`src/rtl/core/rayobb_pkg.sv`:
```
// ----------------------------------------------------------------------------
// Ray / oriented box slab test: shared package
// Widths, register indexes, reset values and the structs passed between stages.
// ----------------------------------------------------------------------------
package rayobb_pkg;

    // Field and register widths.
    localparam int FLD_W  = 20;
    localparam int REG_W  = 3 * FLD_W;
    localparam int THR_W  = 18;
    localparam int CFG_IW = 3;

    // Arithmetic widths.
    localparam int DLT_W  = FLD_W + 1;       // center - origin
    localparam int PE_W   = FLD_W + DLT_W;   // axis * delta
    localparam int PF_W   = 2 * FLD_W;       // axis * dir
    localparam int E_W    = PE_W + 2;        // sum of three
    localparam int F_W    = PF_W + 2;
    localparam int HSH    = 18;              // Q10.10 to Q.28
    localparam int SUM_W  = E_W + 1;         // e +/- h
    localparam int NUM_W  = 42;              // numerator magnitude
    localparam int DEN_W  = 40;              // denominator magnitude
    localparam int FRAC_SH = 24;             // quotient scale
    localparam int SAT_SH = 38;              // integer quotient limit 2^38
    localparam int QUO_W  = 62;              // quotient bits below the cap
    localparam int T_W    = 63;              // signed slab distance
    localparam int OUT_W  = 32;

    localparam logic signed [T_W-1:0] T_LIM = {1'b0, {(T_W-1){1'b1}}};
    localparam logic signed [T_W-1:0] D_MAX = T_W'(64'sh7FFF_FFFF);
    localparam logic signed [T_W-1:0] D_MIN = -T_W'(64'sh8000_0000);

    // Register indexes.
    localparam logic [CFG_IW-1:0] REG_CENTER = 3'd0;
    localparam logic [CFG_IW-1:0] REG_HALF   = 3'd1;
    localparam logic [CFG_IW-1:0] REG_AXIS0  = 3'd2;
    localparam logic [CFG_IW-1:0] REG_AXIS1  = 3'd3;
    localparam logic [CFG_IW-1:0] REG_AXIS2  = 3'd4;
    localparam logic [CFG_IW-1:0] REG_THR    = 3'd5;

    // Reset values.
    localparam logic [REG_W-1:0] RST_AXIS0 = 60'd262144;
    localparam logic [REG_W-1:0] RST_AXIS1 = 60'd274877906944;
    localparam logic [REG_W-1:0] RST_AXIS2 = 60'd288230376151711744;
    localparam logic [THR_W-1:0] RST_THR   = 18'd1;

    // Per-axis flags that ride alongside the dividers.
    typedef struct packed {
        logic neg1;
        logic neg2;
        logic sat1;
        logic sat2;
        logic par;
    } t_axis_side;

    typedef struct packed {
        logic               vld;
        logic               pmiss;
        t_axis_side [2:0]   ax;
    } t_side;

endpackage

```
`src/rtl/core/rayobb_resolve.sv`:
```
// ----------------------------------------------------------------------------
// Ray / oriented box: interval resolve
// Three register stages: signed slab distances per axis, near/far interval
// and miss test, then distance choice with Q16.16 clamping into the output.
// ----------------------------------------------------------------------------
module rayobb_resolve (
    input  logic                                    i_clk,
    input  logic                                    i_rst_n,
    input  logic                                    i_en,
    input  rayobb_pkg::t_side                       i_side,
    input  logic [5:0][rayobb_pkg::QUO_W-1:0]       i_quot,
    output logic                                    o_valid,
    output logic                                    o_hit,
    output logic signed [rayobb_pkg::OUT_W-1:0]     o_hit_distance
);
    localparam int TW = rayobb_pkg::T_W;

    logic [1:0] r_vld;
    logic       r_out_vld;

    logic signed [TW-1:0] r_lo [3];
    logic signed [TW-1:0] r_hi [3];
    logic                 r_pmiss;
    logic signed [TW-1:0] r_near;
    logic signed [TW-1:0] r_far;
    logic                 r_miss;
    logic                 r_hit;
    logic signed [rayobb_pkg::OUT_W-1:0] r_dist;

    // Valid bits.
    always_ff @(posedge i_clk) begin
        if (!i_rst_n) begin
            r_vld     <= '0;
            r_out_vld <= 1'b0;
        end else if (i_en) begin
            r_vld     <= {r_vld[0], i_side.vld};
            r_out_vld <= r_vld[1];
        end
    end

    // Stage 1: signed entry and exit distances per axis.
    logic signed [TW-1:0] n_lo [3];
    logic signed [TW-1:0] n_hi [3];

    always_comb begin
        logic signed [TW-1:0] w_m1;
        logic signed [TW-1:0] w_m2;
        logic signed [TW-1:0] w_t1;
        logic signed [TW-1:0] w_t2;
        for (int i = 0; i < 3; i++) begin
            w_m1 = i_side.ax[i].sat1 ? rayobb_pkg::T_LIM : $signed({1'b0, i_quot[2*i]});
            w_m2 = i_side.ax[i].sat2 ? rayobb_pkg::T_LIM : $signed({1'b0, i_quot[2*i+1]});
            w_t1 = i_side.ax[i].neg1 ? -w_m1 : w_m1;
            w_t2 = i_side.ax[i].neg2 ? -w_m2 : w_m2;
            if (i_side.ax[i].par) begin
                // A parallel axis leaves the interval alone.
                n_lo[i] = -rayobb_pkg::T_LIM;
                n_hi[i] = rayobb_pkg::T_LIM;
            end else if (w_t1 > w_t2) begin
                n_lo[i] = w_t2;
                n_hi[i] = w_t1;
            end else begin
                n_lo[i] = w_t1;
                n_hi[i] = w_t2;
            end
        end
    end

    always_ff @(posedge i_clk) begin
        if (i_en) begin
            r_lo    <= n_lo;
            r_hi    <= n_hi;
            r_pmiss <= i_side.pmiss;
        end
    end

    // Stage 2: near is the largest entry, far the smallest exit.
    logic signed [TW-1:0] n_near;
    logic signed [TW-1:0] n_far;

    always_comb begin
        n_near = r_lo[0];
        n_far  = r_hi[0];
        for (int i = 1; i < 3; i++) begin
            if (r_lo[i] > n_near) begin
                n_near = r_lo[i];
            end
            if (r_hi[i] < n_far) begin
                n_far = r_hi[i];
            end
        end
    end

    always_ff @(posedge i_clk) begin
        if (i_en) begin
            r_near <= n_near;
            r_far  <= n_far;
            r_miss <= r_pmiss || (n_near > n_far) || n_far[TW-1];
        end
    end

    // Stage 3: pick the distance, clamp it, and load the output register.
    logic signed [TW-1:0]                n_d;
    logic signed [rayobb_pkg::OUT_W-1:0] n_dist;

    always_comb begin
        n_d = (r_near > 0) ? r_near : r_far;
        if (r_miss) begin
            n_dist = '0;
        end else if (n_d > rayobb_pkg::D_MAX) begin
            n_dist = rayobb_pkg::OUT_W'(rayobb_pkg::D_MAX);
        end else if (n_d < rayobb_pkg::D_MIN) begin
            n_dist = rayobb_pkg::OUT_W'(rayobb_pkg::D_MIN);
        end else begin
            n_dist = rayobb_pkg::OUT_W'(n_d);
        end
    end

    always_ff @(posedge i_clk) begin
        if (i_en) begin
            r_hit  <= !r_miss;
            r_dist <= n_dist;
        end
    end

    assign o_valid        = r_out_vld;
    assign o_hit          = r_hit;
    assign o_hit_distance = r_dist;

endmodule
```
`config.mk`:
```
export PLATFORM = sky130hd
export DESIGN_NAME = rayobb_resolve
export DESIGN_NICKNAME = d
export VERILOG_FILES = /design/src/rtl/core/rayobb_pkg.sv /design/src/rtl/core/rayobb_resolve.sv
export SDC_FILE = /design/constraint.sdc
export NUM_CORES = 2
export LEC_CHECK = 0
export BUFFER_PORTS_ARGS = -buffer_cell sky130_fd_sc_hd__buf_2
export CAP_MARGIN = 40
export CORE_ASPECT_RATIO = 1.25
export CORE_MARGIN = 2
export CORE_UTILIZATION = 40
export CTS_BUF_LIST = sky130_fd_sc_hd__clkbuf_8
export DETAILED_ROUTE_END_ITERATION = 8
export PLACE_DENSITY = 0.56
export SYNTH_ARGS = -nofsm -noshare
export SYNTH_HDL_FRONTEND = slang
export SYNTH_SLANG_ARGS = --single-unit
```
`constraint.sdc`:
```
create_clock -name i_clk -period 18 [get_ports i_clk]
set_input_delay 4.5 -clock i_clk [delete_from_list [all_inputs] [get_ports i_clk]]
set_output_delay 4.5 -clock i_clk [all_outputs]
set_load 0.005 [all_outputs]
```
==> results.md <==
* Clock slew at reported path FFs at 70 ps
* Final Skew at 51.9 ps
* Placed Area at 0.0542 mm^2
* Final setup viols at 0
* Post-CTS Setup Inserts at 0
* Max-cap violations at 0
* Nets at 7062
* Net Sw Frac at 43.5%
* # DRC at 0
* Gate Count Post-Synth at 5981
* Seq pwr share at 32.4%
* Post-layout min period at 12300 ps
* Io pins at 426
* Layout cells sized above 1 at 12.1%
* Wire length per cell at 25.1 um
* Fill count at 12425
* CP endpoint kind: register
* Die ar. at 0.129 mm^2
* Ys Warns at 0
* Worst slack, placed at 5290 ps
* Fmax achieved at 81.3 MHz
* R2r endpoint: r_miss
* Crit share post-route at 68.3%
* Area growth syn-to-layout at 10.6%
* H-tree levels at 3
* Num CTS Buffers at 90
* Post-cts sizing count at 0
* Largest net degree at the start of global routing at 91
* VDD IR max at 0.128 mV
* Clock Sinks at 542
* Number of synthesized flops with an enable pin at 539
* ANT nets after route at 0
* CP endpoint: r_miss
* Clock share of power at 18.5%
* Initial drt markers at 4670
* Post-Syn Nets at 6881
* CP Depth at 30
* CP required at 18510 ps
* Vias in the first global route at 44791
* Avg Cell Area, Syn at 8.47 um^2
* CP dominant cell by count: nand4_1
* Die height at 402 um
* Post-route insts no fill at 7928
* Crit. Startpoint: r_lo[174]
* Core ar. at 0.125 mm^2
* CP Launch Type: register
* Min-delay worst type: register to register
* Port Buf Inserts at 425
* DRT Pass-1 Iters at 8
* Cell Pwr Density at 111 mW/mm^2
* RR Startpoint: r_lo[174]
* CP bufs+invs at 4
* Site Rows at 145
* P_sw at 2.71 mW
* #FFs+latches synth at 542
* Overflow after GRT at 0
* TritonCTS clock tree: built
* First-pass GRT wire length at 289000 um
* R2r setup slk at 5700 ps
* Die W at 322 um
* Synth Flop Type: edfxtp_1
* Synth area leader: edfxtp_1
* Status: finished clean
* Final hold slack at 530 ps
* CP max-delay cell: or4_4
* Initial antenna violation count at 10
* CTS max path bufs at 3
* Reg2Reg Depth at 30
* Synth unique cells at 92
* Routed vias at 48480
* Synth top area cells: edfxtp_1 32%, ha_1 13%, nor2_1 6.2%, a21oi_1 4.5%, a21o_1 3.2%
* Total GRT Usage at 29.8%
* Mapped Area at 0.0506 mm^2
* Max-slew violation count at 0
* Worst relative slew slack at 36.2%
* Post-synth top area share at 32.0%
* Setup ws final at 5700 ps
* Worst Path Arrival at 12810 ps
* Via density per instance at 6.12
* Setup_tns at 0 ps
* Critical path's top delay family: simple AND/OR/NAND/NOR gates
* Logic gate share of total power at 49.1%
* P_leak at 22.5 nW
* Final hold vios at 0
* Cts hold-fix bufs at 0
* Asr flop ratio synth at 0%
* CTS root buffer: clkbuf_8
* RSZ-0062 raised after global routing: no
* Worst-margin pin slew at 943 ps
* Clock latency on the worst-skew pair at 770 ps
* Hpwl dp at 161000 um
* Initial core utilization at 40.4%
* Final Wtd Congestion at 0.988
* Finished Cell Area at 0.0560 mm^2
* Routed WL at 199000 um
* Seq/Total Area, Yosys at 32.1%
* Pint at 3.52 mW
* CP max stage delay at 770 ps
* Critical path type: register to register
* CP Max Fanout at 73
* Inst Count DP at 7760
worst reg2reg max path: cells and delay by family (launching register included):
kind,cells,cell delay [ps]
adders and majority gates,3,1070
buffers and inverters,4,1740
DFF,1,640
AOI/OAI and AO/OA,7,2470
muxes,1,440
and+or+nand+nor,15,5680
cells by family after synthesis:
family | synth area share (%)
xor+xnor | 2.80
compound gates | 22.6
buf+inv | 4.94
mux | 2.75
flops | 32.1
simple gates | 22.2
fa+ha+maj | 12.6
through the flow:
| step | util (%) | power (mW) |
|---|---|---|
| floorplan | - | 3.99 |
| detailed placement | 43.2 | 5.05 |
| global route | 44.7 | 6.66 |
| global placement | 43.0 | 4.99 |
| CTS | 44.7 | 6.22 |
| finish | 44.7 | 6.23 |
power by group through the flow:
stage	Sequential (mW)	Combinational [mW]	Clock, mW
after floorplan	1.88	2.11	0
after global placement	2.04	2.96	0
after detailed placement	2.03	3.02	0
after CTS	2.01	3.03	1.18
after global routing	2.03	3.41	1.22
final	2.02	3.06	1.15
cells in the mapped netlist, types with 94 or more instances:
| library cell | instances |
|---|---|
| a21oi_1 | 451 |
| nor3_1 | 261 |
| mux2i_1 | 130 |
| a211o_1 | 100 |
| clkbuf_1 | 374 |
| inv_1 | 242 |
| edfxtp_1 | 539 |
| a21o_1 | 216 |
| nand2_1 | 223 |
| o21ai_0 | 279 |
| nor2_1 | 833 |
| a211oi_1 | 129 |
| or3_1 | 98 |
| ha_1 | 508 |
| nand4_1 | 258 |
| a31oi_1 | 94 |
state kept, by name, summed over array words and instances, names as in the netlist:
| name | cells |
|---|---|
| o_valid | 1 |
| r_hi | 189 |
| r_miss | 1 |
| r_vld | 2 |
| r_near | 63 |
| r_far | 63 |
| r_lo | 189 |
| o_hit | 1 |
| o_hit_distance | 32 |
| r_pmiss | 1 |
metal layers:
layer  up-vias  global-route usage, %  part of all wire (%)
li1      23114                      -                     -
met1     23169                   39.8                    43
met2      1868                   47.1                    45
met3       325                   3.21                   5.8
met4         4                   16.4                   6.2
met5         -                      0                 0.014
layout make-up:
cell class / count / area, um^2 / area share (%)
multi-input combinational: 4777 / 32000 / 57.1
sequential: 542 / 16200 / 29.0
timing repair buffer: 507 / 2900 / 5.17
tap: 1690 / 2110 / 3.77
clock buffer: 96 / 1320 / 2.36
inverter: 244 / 917 / 1.64
clock inverter: 70 / 534 / 0.954
antenna: 2 / 5.00 / 0.00893
layout by cell type, fill, tap and decap left out, types with 34 or more instances in the layout:
cell	instances
o22ai_1	39
or4_1	53
nor3b_1	44
xnor2_1	79
a41oi_1	64
and3_1	87
nor2b_1	42
nand2_1	219
clkbuf_8	96
or2_2	34
o21a_1	59
a21oi_1	448
a21o_1	215
o21ai_0	279
nand3_1	83
nand4_1	258
o31ai_1	59
a211o_1	100
nand2b_1	57
or3_1	98
a31oi_1	94
buf_4	70
nor4_1	73
nor2_1	833
inv_1	266
buf_2	426
mux2i_1	129
nor3_1	261
xor2_1	82
a211oi_1	129
edfxtp_1	539
ha_1	507
o211ai_1	86
worst min path at each step:
stage	from	slack [ps]	depth (start not counted)	end
finish	r_vld[1]	530	2	r_vld[1]
global route	o_valid	550	2	o_valid
CTS	r_vld[1]	530	2	r_vld[1]
detailed placement	r_vld[1]	510	2	r_vld[1]
global placement	r_vld[0]	500	2	r_vld[0]
floorplan	r_vld[0]	480	2	r_vld[0]
(Power assumes the default switching activity.)
